===== src/hdl/tose_pkg.sv =====
`timescale 1ns / 1ps
`default_nettype none

package tose_pkg;

    localparam int MAX_DIMS    = 4;
    localparam int EXTENT_BITS = 12;
    localparam int SIZE_W      = EXTENT_BITS + 1;
    localparam int NODE_W      = 16;
    localparam int COUNT_W     = 3;
    localparam int DIM_W       = 2;
    localparam int STATUS_W    = 2;
    localparam int CFG_IDX_W   = 3;
    localparam int CFG_DATA_W  = 16;

    localparam logic [CFG_IDX_W-1:0] REG_NODE_ID   = 3'd0;
    localparam logic [CFG_IDX_W-1:0] REG_DIM_COUNT = 3'd1;
    localparam logic [CFG_IDX_W-1:0] REG_EXTENT_0  = 3'd2;

    localparam logic [STATUS_W-1:0] ST_OK            = 2'd0;
    localparam logic [STATUS_W-1:0] ST_EXHAUSTED     = 2'd1;
    localparam logic [STATUS_W-1:0] ST_NOT_IN_DOMAIN = 2'd2;

    typedef logic [SIZE_W-1:0]   size_t;
    typedef logic [COUNT_W-1:0]  count_t;
    typedef logic [DIM_W-1:0]    dim_t;
    typedef logic [STATUS_W-1:0] status_t;

    typedef struct packed {
        logic [NODE_W-1:0]         node_id;
        count_t                    dim_count;
        size_t [MAX_DIMS-1:0]      extent;
    } cfg_t;

    typedef struct packed {
        logic [NODE_W-1:0]         node;
        count_t                    size_count;
        size_t [MAX_DIMS-1:0]      size;
        count_t                    order_count;
        dim_t [MAX_DIMS-1:0]       order;
    } item_t;

    // After the per-dimension range checks.
    typedef struct packed {
        logic                      pre_ok;
        logic [MAX_DIMS-1:0]       active;
        size_t [MAX_DIMS-1:0]      size;
        count_t                    order_count;
        dim_t [MAX_DIMS-1:0]       order;
    } s1_t;

    // After the order check and the search for pivot, swap and decrement points.
    typedef struct packed {
        logic                      ok;
        logic                      perm;
        logic                      found;
        dim_t                      pivot;
        dim_t                      swap_idx;
        dim_t                      dec_idx;
        logic [MAX_DIMS-1:0]       active;
        size_t [MAX_DIMS-1:0]      size;
        count_t                    order_count;
        dim_t [MAX_DIMS-1:0]       order;
    } s2_t;

    typedef struct packed {
        status_t                   status;
        size_t [MAX_DIMS-1:0]      size;
        count_t                    order_count;
        dim_t [MAX_DIMS-1:0]       order;
    } result_t;

endpackage

`default_nettype wire


===== src/hdl/tose_check.sv =====
`timescale 1ns / 1ps
`default_nettype none

module tose_check (
    input  logic            clk,
    input  logic            rst_n,
    input  logic            valid_in,
    input  tose_pkg::item_t item,
    input  tose_pkg::cfg_t  cfg,
    output logic            valid_out,
    output tose_pkg::s1_t   s1_out
);
    import tose_pkg::*;

    logic                valid_reg;
    s1_t                 s1_reg;
    s1_t                 s1_next;
    logic [MAX_DIMS-1:0] in_use;

    always_comb
    begin
        s1_next.pre_ok = (item.node == cfg.node_id) &&
                         (item.size_count == cfg.dim_count) &&
                         (cfg.dim_count <= COUNT_W'(MAX_DIMS));
        for (int d = 0; d < MAX_DIMS; d++)
        begin
            in_use[d] = COUNT_W'(d) < cfg.dim_count;
            if (in_use[d] && ((item.size[d] == '0) || (item.size[d] > cfg.extent[d])))
            begin
                s1_next.pre_ok = 1'b0;
            end
            s1_next.active[d] = in_use[d] && (item.size[d] < cfg.extent[d]);
        end
        s1_next.size        = item.size;
        s1_next.order_count = item.order_count;
        s1_next.order       = item.order;
    end

    always_ff @(posedge clk or negedge rst_n)
    begin
        if (!rst_n)
        begin
            valid_reg <= 1'b0;
        end
        else
        begin
            valid_reg <= valid_in;
        end
    end

    always_ff @(posedge clk)
    begin
        if (valid_in)
        begin
            s1_reg <= s1_next;
        end
    end

    assign valid_out = valid_reg;
    assign s1_out    = s1_reg;

endmodule

`default_nettype wire


===== src/hdl/tose_plan.sv =====
`timescale 1ns / 1ps
`default_nettype none

module tose_plan (
    input  logic           clk,
    input  logic           rst_n,
    input  logic           valid_in,
    input  tose_pkg::s1_t  s1_in,
    input  tose_pkg::cfg_t cfg,
    output logic           valid_out,
    output tose_pkg::s2_t  s2_out
);
    import tose_pkg::*;

    logic   valid_reg;
    s2_t    s2_reg;
    s2_t    s2_next;
    count_t acount;
    dim_t   pivot_val;

    always_comb
    begin
        acount = COUNT_W'($countones(s1_in.active));

        // The order must list each active dimension exactly once.
        s2_next.ok = s1_in.pre_ok && (acount == s1_in.order_count);
        for (int k = 0; k < MAX_DIMS; k++)
        begin
            if (COUNT_W'(k) < s1_in.order_count)
            begin
                if (!s1_in.active[s1_in.order[k]])
                begin
                    s2_next.ok = 1'b0;
                end
                for (int j = k + 1; j < MAX_DIMS; j++)
                begin
                    if ((COUNT_W'(j) < s1_in.order_count) &&
                        (s1_in.order[j] == s1_in.order[k]))
                    begin
                        s2_next.ok = 1'b0;
                    end
                end
            end
        end

        // Pivot is the last position that ends an ascending pair.
        s2_next.perm  = 1'b0;
        s2_next.pivot = '0;
        for (int i = 1; i < MAX_DIMS; i++)
        begin
            if ((COUNT_W'(i) < s1_in.order_count) && (s1_in.order[i-1] < s1_in.order[i]))
            begin
                s2_next.perm  = 1'b1;
                s2_next.pivot = DIM_W'(i);
            end
        end

        pivot_val        = s1_in.order[DIM_W'(s2_next.pivot - DIM_W'(1))];
        s2_next.swap_idx = s2_next.pivot;
        for (int j = 1; j < MAX_DIMS; j++)
        begin
            if ((DIM_W'(j) >= s2_next.pivot) && (COUNT_W'(j) < s1_in.order_count) &&
                (s1_in.order[j] > pivot_val))
            begin
                s2_next.swap_idx = DIM_W'(j);
            end
        end

        // Last dimension whose size can still be decremented.
        s2_next.found   = 1'b0;
        s2_next.dec_idx = '0;
        for (int d = 0; d < MAX_DIMS; d++)
        begin
            if ((COUNT_W'(d) < cfg.dim_count) && (s1_in.size[d] > SIZE_W'(1)))
            begin
                s2_next.found   = 1'b1;
                s2_next.dec_idx = DIM_W'(d);
            end
        end

        s2_next.active      = s1_in.active;
        s2_next.size        = s1_in.size;
        s2_next.order_count = s1_in.order_count;
        s2_next.order       = s1_in.order;
    end

    always_ff @(posedge clk or negedge rst_n)
    begin
        if (!rst_n)
        begin
            valid_reg <= 1'b0;
        end
        else
        begin
            valid_reg <= valid_in;
        end
    end

    always_ff @(posedge clk)
    begin
        if (valid_in)
        begin
            s2_reg <= s2_next;
        end
    end

    assign valid_out = valid_reg;
    assign s2_out    = s2_reg;

endmodule

`default_nettype wire


===== src/hdl/tose_build.sv =====
`timescale 1ns / 1ps
`default_nettype none

module tose_build (
    input  logic              clk,
    input  logic              rst_n,
    input  logic              valid_in,
    input  tose_pkg::s2_t     s2_in,
    input  tose_pkg::cfg_t    cfg,
    output logic              valid_out,
    output tose_pkg::result_t res_out
);
    import tose_pkg::*;

    logic                valid_reg;
    result_t             res_reg;
    result_t             res_next;
    count_t              base;
    count_t              cnt;
    dim_t                pivot_m1;
    logic [MAX_DIMS-1:0] new_active;

    always_comb
    begin
        res_next = '0;
        base     = '0;
        cnt      = '0;
        pivot_m1 = DIM_W'(s2_in.pivot - DIM_W'(1));
        new_active = '0;

        if (!s2_in.ok)
        begin
            res_next.status = ST_NOT_IN_DOMAIN;
        end
        else if (s2_in.perm)
        begin
            res_next.status      = ST_OK;
            res_next.order_count = s2_in.order_count;
            for (int d = 0; d < MAX_DIMS; d++)
            begin
                if (COUNT_W'(d) < cfg.dim_count)
                begin
                    res_next.size[d] = s2_in.size[d];
                end
            end
            // Swap the entry before the pivot with the swap point, then reverse the tail from the pivot on.
            for (int k = 0; k < MAX_DIMS; k++)
            begin
                if (COUNT_W'(k) < s2_in.order_count)
                begin
                    if (DIM_W'(k) < s2_in.pivot)
                    begin
                        base = COUNT_W'(k);
                    end
                    else
                    begin
                        base = COUNT_W'(COUNT_W'(s2_in.pivot) + s2_in.order_count
                                        - COUNT_W'(1) - COUNT_W'(k));
                    end
                    if (base[DIM_W-1:0] == pivot_m1)
                    begin
                        res_next.order[k] = s2_in.order[s2_in.swap_idx];
                    end
                    else if (base[DIM_W-1:0] == s2_in.swap_idx)
                    begin
                        res_next.order[k] = s2_in.order[pivot_m1];
                    end
                    else
                    begin
                        res_next.order[k] = s2_in.order[base[DIM_W-1:0]];
                    end
                end
            end
        end
        else if (s2_in.found)
        begin
            res_next.status = ST_OK;
            // Later dimensions go back to full extent and so become inactive.
            for (int d = 0; d < MAX_DIMS; d++)
            begin
                if (DIM_W'(d) < s2_in.dec_idx)
                begin
                    res_next.size[d] = s2_in.size[d];
                    new_active[d]    = s2_in.active[d];
                end
                else if (DIM_W'(d) == s2_in.dec_idx)
                begin
                    res_next.size[d] = SIZE_W'(s2_in.size[d] - SIZE_W'(1));
                    new_active[d]    = 1'b1;
                end
                else if (COUNT_W'(d) < cfg.dim_count)
                begin
                    res_next.size[d] = cfg.extent[d];
                end
            end
            for (int d = 0; d < MAX_DIMS; d++)
            begin
                if (new_active[d])
                begin
                    res_next.order[cnt[DIM_W-1:0]] = DIM_W'(d);
                    cnt = COUNT_W'(cnt + COUNT_W'(1));
                end
            end
            res_next.order_count = cnt;
        end
        else
        begin
            res_next.status = ST_EXHAUSTED;
        end
    end

    always_ff @(posedge clk or negedge rst_n)
    begin
        if (!rst_n)
        begin
            valid_reg <= 1'b0;
        end
        else
        begin
            valid_reg <= valid_in;
        end
    end

    always_ff @(posedge clk)
    begin
        if (valid_in)
        begin
            res_reg <= res_next;
        end
    end

    assign valid_out = valid_reg;
    assign res_out   = res_reg;

endmodule

`default_nettype wire


===== src/hdl/tile_order_space_enumerator.sv =====
`timescale 1ns / 1ps
`default_nettype none

// Steps one tiling assignment (tile sizes and loop order) to its successor in
// the search space, or reports it exhausted or not in the domain. A new item
// can be started in every cycle while busy is low. Its result appears on the
// output ports for one cycle with done high, once the item has passed the
// three register stages of the check, plan and build logic. Results cannot
// be held off, so the block never stalls: busy is high only during reset and
// until the first clock edge after it. Configuration writes take effect at
// the next edge and must be made only while no item is in flight.
module tile_order_space_enumerator (
    input  logic                            clk,
    input  logic                            rst_n,
    input  logic                            wr_en,
    input  logic [tose_pkg::CFG_IDX_W-1:0]  wr_index,
    input  logic [tose_pkg::CFG_DATA_W-1:0] wr_data,
    input  logic                            start,
    output logic                            busy,
    input  logic [tose_pkg::NODE_W-1:0]     in_node,
    input  logic [tose_pkg::COUNT_W-1:0]    size_count,
    input  logic [tose_pkg::SIZE_W-1:0]     tile_size_0,
    input  logic [tose_pkg::SIZE_W-1:0]     tile_size_1,
    input  logic [tose_pkg::SIZE_W-1:0]     tile_size_2,
    input  logic [tose_pkg::SIZE_W-1:0]     tile_size_3,
    input  logic [tose_pkg::COUNT_W-1:0]    order_count,
    input  logic [tose_pkg::DIM_W-1:0]      order_0,
    input  logic [tose_pkg::DIM_W-1:0]      order_1,
    input  logic [tose_pkg::DIM_W-1:0]      order_2,
    input  logic [tose_pkg::DIM_W-1:0]      order_3,
    output logic                            done,
    output logic [tose_pkg::STATUS_W-1:0]   status,
    output logic [tose_pkg::SIZE_W-1:0]     next_size_0,
    output logic [tose_pkg::SIZE_W-1:0]     next_size_1,
    output logic [tose_pkg::SIZE_W-1:0]     next_size_2,
    output logic [tose_pkg::SIZE_W-1:0]     next_size_3,
    output logic [tose_pkg::COUNT_W-1:0]    next_order_count,
    output logic [tose_pkg::DIM_W-1:0]      next_order_0,
    output logic [tose_pkg::DIM_W-1:0]      next_order_1,
    output logic [tose_pkg::DIM_W-1:0]      next_order_2,
    output logic [tose_pkg::DIM_W-1:0]      next_order_3
);
    import tose_pkg::*;

    cfg_t    cfg_reg;
    cfg_t    cfg_next;
    logic    busy_reg;
    item_t   item;
    logic    accept;
    logic    v1;
    logic    v2;
    logic    v3;
    s1_t     s1;
    s2_t     s2;
    result_t res;

    always_comb
    begin
        cfg_next = cfg_reg;
        if (wr_en)
        begin
            if (wr_index == REG_NODE_ID)
            begin
                cfg_next.node_id = wr_data[NODE_W-1:0];
            end
            else if (wr_index == REG_DIM_COUNT)
            begin
                cfg_next.dim_count = wr_data[COUNT_W-1:0];
            end
            else
            begin
                for (int d = 0; d < MAX_DIMS; d++)
                begin
                    if (wr_index == CFG_IDX_W'(REG_EXTENT_0 + CFG_IDX_W'(d)))
                    begin
                        cfg_next.extent[d] = wr_data[SIZE_W-1:0];
                    end
                end
            end
        end
    end

    always_ff @(posedge clk or negedge rst_n)
    begin
        if (!rst_n)
        begin
            cfg_reg.node_id   <= '0;
            cfg_reg.dim_count <= COUNT_W'(MAX_DIMS);
            for (int d = 0; d < MAX_DIMS; d++)
            begin
                cfg_reg.extent[d] <= SIZE_W'(1);
            end
            busy_reg <= 1'b1;
        end
        else
        begin
            cfg_reg  <= cfg_next;
            busy_reg <= 1'b0;
        end
    end

    assign busy   = busy_reg;
    assign accept = start && !busy_reg;

    always_comb
    begin
        item.node        = in_node;
        item.size_count  = size_count;
        item.size[0]     = tile_size_0;
        item.size[1]     = tile_size_1;
        item.size[2]     = tile_size_2;
        item.size[3]     = tile_size_3;
        item.order_count = order_count;
        item.order[0]    = order_0;
        item.order[1]    = order_1;
        item.order[2]    = order_2;
        item.order[3]    = order_3;
    end

    tose_check u_check (
        .clk       (clk),
        .rst_n     (rst_n),
        .valid_in  (accept),
        .item      (item),
        .cfg       (cfg_reg),
        .valid_out (v1),
        .s1_out    (s1)
    );

    tose_plan u_plan (
        .clk       (clk),
        .rst_n     (rst_n),
        .valid_in  (v1),
        .s1_in     (s1),
        .cfg       (cfg_reg),
        .valid_out (v2),
        .s2_out    (s2)
    );

    tose_build u_build (
        .clk       (clk),
        .rst_n     (rst_n),
        .valid_in  (v2),
        .s2_in     (s2),
        .cfg       (cfg_reg),
        .valid_out (v3),
        .res_out   (res)
    );

    assign done             = v3;
    assign status           = res.status;
    assign next_size_0      = res.size[0];
    assign next_size_1      = res.size[1];
    assign next_size_2      = res.size[2];
    assign next_size_3      = res.size[3];
    assign next_order_count = res.order_count;
    assign next_order_0     = res.order[0];
    assign next_order_1     = res.order[1];
    assign next_order_2     = res.order[2];
    assign next_order_3     = res.order[3];

endmodule

`default_nettype wire


===== config.mk =====
export PLATFORM = sky130hd
export DESIGN_NAME = tile_order_space_enumerator
export DESIGN_NICKNAME = d
export VERILOG_FILES = /design/src/hdl/tose_pkg.sv /design/src/hdl/tose_check.sv /design/src/hdl/tose_plan.sv /design/src/hdl/tose_build.sv /design/src/hdl/tile_order_space_enumerator.sv
export SDC_FILE = /design/constraint.sdc
export NUM_CORES = 1
export LEC_CHECK = 0
export ABC_AREA = 0
export BUFFER_PORTS_ARGS = -buffer_cell sky130_fd_sc_hd__buf_2
export CAP_MARGIN = 20
export CORE_MARGIN = 1
export CORE_UTILIZATION = 50
export DETAILED_ROUTE_END_ITERATION = 10
export GPL_TIMING_DRIVEN = 0
export HOLD_SLACK_MARGIN = 0.1
export PLACE_DENSITY = 0.7
export SLEW_MARGIN = 0
export SYNTH_ARGS = -nofsm -noshare
export SYNTH_HDL_FRONTEND = slang
export SYNTH_SLANG_ARGS = --single-unit

===== constraint.sdc =====
create_clock -name clk -period 5.11 [get_ports clk]
set_input_delay 0.2555 -clock clk [delete_from_list [all_inputs] [get_ports clk]]
set_output_delay 0.2555 -clock clk [all_outputs]
set_load 0.01 [all_outputs]

Word-level counts from Yosys, hierarchy flattened
Cells that the tools add are included.

cells by class
  $add $sub $neg = 17
  magnitude comparators = 59
  equality and inequality tests = 25
  multiplexer cells = 143
  bitwise operators = 10
  reduce and logical (&&, ||, !) cells = 57

operators with widths
  cell                     number
  $mux W13                 16
  $mux W63                 2
  $mux W2                  44
  $mux W8                  9
  $gt A13 B1 Y1 const B    4
  $gt A13 B13 Y1           4
  $logic_not A13 Y1        4
  $lt A13 B13 Y1           4
  $sub A13 B1 Y13 const B  4
  $mux W1                  46
  $lt A2 B3 Y1 const B     14
  $mux W3                  12
  $logic_and A1 B1 Y1      34
  $bmux W2 S2              7
  $eq A2 B2 Y1             14
  $lt A1 B3 Y1 const A     6
  $lt A2 B3 Y1 const A     6
  $eq A16 B16 Y1           1
  $reduce_and A4 Y1        4
  $demux W2 S2             3
  $add A3 B1 Y3 const B    3
  $bmux W1 S2              4
  $lt A1 B2 Y1 const A     4
  $lt A2 B2 Y1 const A     4
  33 further kinds         58

storage, ports and cells
  register bits after elaboration = 284
  bits of input ports = 105
  output and inout bits = 67
  logic and storage cells = 361

Longest topological paths before layout
Gate-level depths: netlist (run 1).

  depth in word-level cells = 29
  mapped depth = 17
  depth with buffers taken out = 14

By module
From an unflattened synthesis (run 1), not the netlist that was laid out.

second synthesis, totals
  cell total of the unflattened synthesis = 1339
  area, all modules = 15377.2 µm²

by module, submodules not included
  module                       instances  cells an instance  area an instance (µm²)  seq. area each (µm²)
  tose_build                   1          672                5649.2                  1976.9
  tose_check                   1          317                3799.9                  2067.0
  tose_plan                    1          194                3194.3                  2307.2
  tile_order_space_enumerator  1          156                2733.9                  1809.2

Worst setup path before layout (run 1)
OpenSTA, ideal clock, no wires.

  path type = register -> register
  from = register busy_reg (netlist: busy)
  to = register u_check.s1_reg, in the netlist u_check.s1_out[0], enable pin
  library setup time = 0.503 ns
  data arrival time = 3.425 ns
  required time = 4.607 ns
  path slack = 1.182 ns
  cell stages (with the launch flop) = 2
  path buffers = 0
  clock period less this slack = 3.928 ns
  path through = dfstp_2 > nor2b_1

between the ends
  longest elaborated chain between the ends = 2

ends and longest elaborated chain
  element                 RTL line                            text
  from (decl)             tile_order_space_enumerator.sv:47   logic busy_reg;
  from (signal assigned)  tile_order_space_enumerator.sv:93   busy_reg <= 1'b1;
  from (signal assigned)  tile_order_space_enumerator.sv:98   busy_reg <= 1'b0;
  $logic_not A1 Y1        tile_order_space_enumerator.sv:103  assign accept = start && !busy_reg;
  $logic_and A1 B1 Y1     tile_order_space_enumerator.sv:103
  net accept              tile_order_space_enumerator.sv:49   logic accept;
  to (signal assigned)    tose_check.sv:55                    s1_reg <= s1_next;
  to (decl)               tose_check.sv:16                    s1_t s1_reg;

The timed path passes the listed nets, and every way through them passes these cells.
A chain may end at the register's enable or synchronous reset.

Final worst setup path (run 1)
  from = register u_plan.s2_reg, in the netlist u_plan.s2_out[68]
  to = register u_build.res_reg, in the netlist u_build.res_out[10], data pin

between the ends
  longest elaborated chain between the ends = 24
  elaborated cells on any way between the ends = 46
  those cells by class = 3 x add/sub; 4 x order compare; 3 x eq/ne; 35 x mux; 1 x reduce/logical

ends and longest elaborated chain
  element                 RTL line           text
  from (decl)             tose_plan.sv:16    s2_t s2_reg;
  from (signal assigned)  tose_plan.sv:103   s2_reg <= s2_next;
  $logic_not A2 Y1        tose_build.sv:86   else if (DIM_W'(d) == s2_in.dec_idx)
  $mux W1                 tose_build.sv:86
  $mux W1                 tose_build.sv:81   if (DIM_W'(d) < s2_in.dec_idx)
  $mux W1                 tose_build.sv:75   else if (s2_in.found)
  $mux W1                 tose_build.sv:35   else if (s2_in.perm)
  $mux W1                 tose_build.sv:31   if (!s2_in.ok)
  $mux W1                 tose_build.sv:98   if (new_active[d])
  $mux W3                 tose_build.sv:75
  (+8 left out)           --
  $mux W3                 tose_build.sv:98
  $mux W3                 tose_build.sv:75
  $mux W3                 tose_build.sv:35
  $mux W3                 tose_build.sv:31
  $add A3 B1 Y3           tose_build.sv:101  cnt = COUNT_W'(cnt + COUNT_W'(1));
  $mux W3 *               tose_build.sv:98
  $mux W63 *              tose_build.sv:75
  $mux W63 *              tose_build.sv:35
  to (signal assigned)    tose_build.sv:128  res_reg <= res_next;
  to (decl)               tose_build.sv:16   result_t res_reg;

Mark *: on every way between the ends. The rest lies on a longest branch, timed or not. The select of a mux whose other input is x is not followed.

==> results of run 1 <==
## placed cells by master (no fill, tap or decap), types with 13 or more instances in the layout
cell type / n
clkbuf_16: 30
a31oi_1: 13
xnor2_1: 15
nor3_1: 37
nor4_1: 35
nor2_1: 94
dfrtp_1: 67
edfxtp_1: 208
mux2_2: 46
inv_1: 97
buf_2: 173
nand2_1: 103
mux2i_1: 15
a21oi_1: 84
nand4_1: 21
dlygate4sd3_1: 80
nand3_1: 15
xor2_1: 29
a21o_1: 14
clkbuf_1: 54
o21ai_0: 100
ha_1: 85
## layout make-up
cell class              instances  area, um2
fillers                      2408      11400
inverters                      98        368
well taps                     390        488
plain buffers                  52        203
repair buffers                256       1770
multi-input cells             909       6380
flip-flops and latches        283       8140
clock buffers                  44        853
clock inverters                10       85.1
## synthesized netlist by cell type (21+ instances only)
| cell type | count | area share [%] |
|---|---|---|
| inv_1 | 97 | 2.4 |
| mux2_2 | 46 | 3.4 |
| xor2_1 | 29 | 1.7 |
| edfxtp_1 | 208 | 41 |
| nor4_1 | 35 | 1.5 |
| nor3_1 | 37 | 1.2 |
| dfrtp_1 | 69 | 11 |
| nand2_1 | 103 | 2.6 |
| clkbuf_1 | 45 | 1.1 |
| ha_1 | 85 | 7.1 |
| nor2_1 | 94 | 2.3 |
| a21oi_1 | 84 | 2.8 |
| o21ai_0 | 100 | 3.3 |
| nand4_1 | 21 | 0.87 |
## report_power, final
group	internal (W)	switching [W]
clock network	0.00120	0.000875
logic	0.000523	0.000714
registers	0.00270	0.000186
total	0.00443	0.00177
## final timing paths
check | depth (start not counted) | slack (ns) | to | start
min in group asynchronous | 2 | 0.21 | cfg_reg[56] | rst_n
max reg2reg | 15 | 1.27 | u_build.res_out[10] | u_plan.s2_out[68]
max in group asynchronous | 3 | 4.26 | cfg_reg[54] | rst_n
max | 15 | 1.27 | u_build.res_out[10] | u_plan.s2_out[68]
min reg2reg | 0 | 0.42 | u_plan.s2_out[37] | u_check.s1_out[37]
min | 4 | 0.15 | cfg_reg[54] | wr_index[1]
## kinds of logic after synthesis
group | share of synthesized area, %
other | 0.0249
adders and majority gates | 7.39
buffers and inverters | 3.79
and+or+nand+nor | 12.4
AOI/OAI and AO/OA | 13.5
DFF | 53.9
muxes | 5.93
xor gates and xnor gates | 3.02
## routing by layer
metal | GRT usage, % | vias up | wire length [um] | share of wire [%]
met5 | 0 | - | 12 | 0.028
met4 | 10.4 | 2 | 1630 | 3.9
met3 | 4.03 | 111 | 3370 | 8.0
met2 | 44.2 | 603 | 19500 | 46
met1 | 37.3 | 5819 | 17800 | 42
li1 | - | 5588 | - | -
## worst max-delay path, stage by stage (launching register included)
cell      delay [ns]
edfxtp_1        0.32
buf_2           0.23
buf_1           0.45
nor2_1          0.24
nor2_1          0.31
inv_1           0.15
ha_1            0.26
mux2i_1         0.36
inv_1           0.14
ha_1            0.22
inv_1           0.10
ha_1            0.23
and3_1          0.14
a31oi_1         0.12
o21ai_0         0.11
and2_1          0.21
## timing repair
action,4_1_cts,5_1_grt
hold buffers,80,0
hold endpoints to repair,205,0
resized for setup,0,0
## through the flow
step                      TNS (ns)  utilization (%)
final                            0             61.7
after global routing             0             61.7
after CTS                        0             61.7
after detailed placement         0             55.8
after global placement      -18.78             55.4
after floorplan                  0                -
==> metrics, run 1 <==
crit path kind reg2reg; period utilization 75.2%; RSZ-0062 raised after global routing false; post-route ant nets 0; design area 0.0183 mm2; Area Overhead vs Synth 21.3%; Post-Place Cells 1908; Placed Area 0.0165 mm2; Place WS 1.36 ns; Mapped Area 0.0151 mm2; CTS tree built; Power Dens Cells 339 mW/mm2; Antenna Cells 0; final hold vios 0; H-tree Lvls 1; drt pass-1 iters 6; Clock Skew 0.0197 ns; outcome completed; root buffer cell clkbuf_16; Post-Layout Cell Count 2042; post-layout min period 3.84 ns; Worst-path clk slew 0.07 ns; setup ws final 1.27 ns; vias in the first global route 11.6k; initial antenna violation count 1; Placer Congestion 0.958; Final Net Count 1821; Vias/cell 5.94; Hold Path Class in2reg; post-synthesis register bit count 283; Worst setup SP type flip-flop; Final Power 0.00620 W; Rel. slew slack 33.4%; number of synthesized flops with an enable pin 208; layout cells sized above 1 18.2%; Max Slew Vio Count 0; sequential-to-total area share from yosys stat 53.9%; Critical Path End Type flip-flop; worst-margin pin slew 0.991 ns; Clock Path Buffers 3; first-pass GRT wire length 64300 um; Post-synth top flop edfxtp_1; drt total wl 42300 um; Iter 0 DRT Violations 1273; Post-Syn Area per Cell 11.2 um2; Distinct cells, synth 81; Setup-failing EPs final 0; Post-Synthesis Cells 1342; GRT overflow 0; input/output buffers 171; core outline area 0.0296 mm2; Leakage 7.27 nW; max frequency 260 MHz; site row count 63; Yosys warnings 0; largest net degree at the start of global routing 77; Max Cap Viol 0; gr usage total 27.3%; CTS Sinks 283; Num CTS Buffers 29; detailed-placement wirelength estimate 30800 um; initial core utilization 50.8%; critical path arrival 4.15 ns; Residual DRC 0; critical path required time 5.42 ns; Post-Syn Nets 1534; max reg flops 75; Worst Path Max Fanout 10; final hold slack 0.153 ns; via count 12.1k; die area 0.0308 mm2; die width 176 um; worst skew pair latency 0.56 ns; Die Height 176 um; maximum VDD drop 0.228 mV; Async SR Flop Fraction 26.5%; # IOs 172; WL/cell 20.7 um; # Post-CTS Setup Buffers 0
No activity file was read; power rests on OpenSTA's default activity.
==> inputs of run 2 (changes only) <==
- clock period: 5.11 -> 3.7 ns (I/O delays scaled with it)
==> run 2 against run 1 <==
  * Critical path depth down 1
  * Count of clock-buffer cells in the layout fell by 2
  * Via count grew 1.1%
  * Cell count rose by 0.44%
  * Core utilization increased by 0.55 points
  * Maximum frequency increased by 11%
  * Global-route usage increased by 0.58 points
  * Largest power group unchanged
  * Sequential share of layout area shrank 0.40 points
  * Power increased by 42%
  * Highest routed layer is now met4
  * Clock power is 49% higher
  * Largest cell class unchanged
==> metrics, run 2 (same netlist as run 1, synthesis figures left out) <==
period utilization 94.0%; Final Power 0.00881 W; setup_tns 0 ns; Worst setup SP type flip-flop; GRT overflow 0; Worst-path clk slew 0.06 ns; worst reg2reg path depth 14; via count 12.3k; Setup-failing EPs final 0; metal3 WL 3410 um; Antenna Cells 0; drt pass-1 iters 6; fillers 2359; Vias/cell 5.98; Final Core Density 62.2%; critical path, cell by cell clkbuf_2, nor2_1, nor2_1, inv_1, ha_1, mux2i_2, inv_1, ha_1, inv_1, ha_1, and3_1, a31oi_1, o21ai_0, and2_1; post-layout min period 3.48 ns; drt total wl 42900 um; Hold Path Class in2async; layout cells sized above 1 18.2%; Max Slew Vio Count 0; core outline area 0.0296 mm2; M1 wire length 17800 um; Residual DRC 0; Rel. slew slack 33.8%; # IOs 172; Max stage delay on crit path 0.44 ns; detailed-placement wirelength estimate 31300 um; CTS tree built; input/output buffers 171; WL/cell 20.9 um; root buffer cell clkbuf_16; Max Cap Viol 0; Leakage 7.33 nW; max reg flops 75; site row count 63; vias in the first global route 12.1k; worst reg2reg startpoint u_plan.s2_out[67]; Die Height 176 um; setup ws final 0.224 ns; initial core utilization 50.8%; Critical Path End Type flip-flop; multi-input logic area 0.00638 mm2; CTS Sinks 283; R2R Path End u_build.res_out[10]; Clock Skew 0.0267 ns; critical path required time 4.03 ns; worst skew pair latency 0.58 ns; final hold vios 0; maximum VDD drop 0.370 mV; slowest CP cell edfxtp_1; Clock Path Buffers 3; # Post-CTS Setup Buffers 0; critical path arrival 3.81 ns; Num CTS Buffers 30; Placed Area 0.0165 mm2; top sig layer met4; Power Dens Cells 478 mW/mm2; design area 0.0184 mm2; largest net degree at the start of global routing 77; outcome completed; post-route ant nets 0; Final Net Count 1829; Placer Congestion 0.932; metal2 WL 20300 um; die area 0.0308 mm2; RSZ-0062 raised after global routing false; gr usage total 27.9%; Worst Path Max Fanout 10; die width 176 um; worst-margin pin slew 0.968 ns; Place WS -0.0186 ns; most common cell after layout, fill and taps aside edfxtp_1; commonest non-fill, non-tap cells in the layout edfxtp_1, buf_2, nand2_1; initial antenna violation count 0; crit path kind reg2reg; register area 0.00814 mm2; R2R Setup Slk 0.22 ns; Iter 0 DRT Violations 1275; H-tree Lvls 1; first-pass GRT wire length 66300 um; Area Overhead vs Synth 22.4%; max frequency 288 MHz
-- run 2: cell count changes in the layout (fill, tap and decap cells not counted), moves of 2 or more --
cell	before	now
clkbuf_8	5	2
inv_4	2	0
dlygate4sd3_1	80	88
inv_6	2	0
bufinv_16	1	4
clkinv_1	1	4
-- run 2: worst max-delay path by stage --
| stage | start | endpoint | slack, ns | cells past startpoint |
|---|---|---|---|---|
| after floorplan | u_plan.s2_out[68] | u_build.res_out[10] | 0.71 | 15 |
| after global placement | u_plan.s2_out[67] | u_build.res_out[10] | 0.07 | 14 |
| after detailed placement | u_plan.s2_out[68] | u_build.res_out[10] | -0.02 | 15 |
| after CTS | u_plan.s2_out[67] | u_build.res_out[10] | 0.23 | 14 |
| after global routing | u_plan.s2_out[67] | u_build.res_out[10] | 0.03 | 14 |
| final | u_plan.s2_out[67] | u_build.res_out[10] | 0.22 | 14 |
-- run 2: what timing repair did --
| action | 4_1_cts | 5_1_grt |
|---|---|---|
| pin swaps | 0 | 0 |
| resized for setup | 1 | 2 |
| endpoints found under the setup margin | 1 | 1 |
| hold buffers | 88 | 0 |
| hold endpoints to repair | 215 | 0 |
-- run 2: stage by stage --
stage,hold slack (ns),cells
final,0.116,2051
after global routing,0.147,2051
after CTS,0.108,2051
after detailed placement,0.193,1908
after global placement,0.362,1903
after floorplan,-0.111,1342
-- run 2: cell type report --
cell class	instances	area share, %
inverter	98	1.99
timing repair buffer	264	10.0
clock buffer	42	4.54
buffer	51	1.09
sequential	283	44.1
clock inverter	14	0.984
multi-input combinational	909	34.6
tap	390	2.65
-- run 2: report_power, final --
group / internal (W) / total [W] / switching [W] / leakage (nW)
clock: 0.00185 / 0.00309 / 0.00124 / 0.499
sequential: 0.00373 / 0.00400 / 0.000262 / 2.86
combinational: 0.000729 / 0.00172 / 0.000995 / 3.97
total: 0.00631 / 0.00881 / 0.00250 / 7.33
-- run 2: routing by layer --
layer,GRT usage [%],up-vias
met4,10.3,0
li1,-,5603
met1,37.4,5943
met3,4.11,101
met2,46.1,613
met5,0,-
-- run 2: worst max-delay path: cells and delay by family (launching register included) --
| kind | cells | cell delay [ns] |
|---|---|---|
| flops | 1 | 0.44 |
| simple gates | 4 | 0.85 |
| mux | 1 | 0.27 |
| compound gates | 2 | 0.25 |
| buf+inv | 4 | 0.70 |
| fa+ha+maj | 3 | 0.72 |
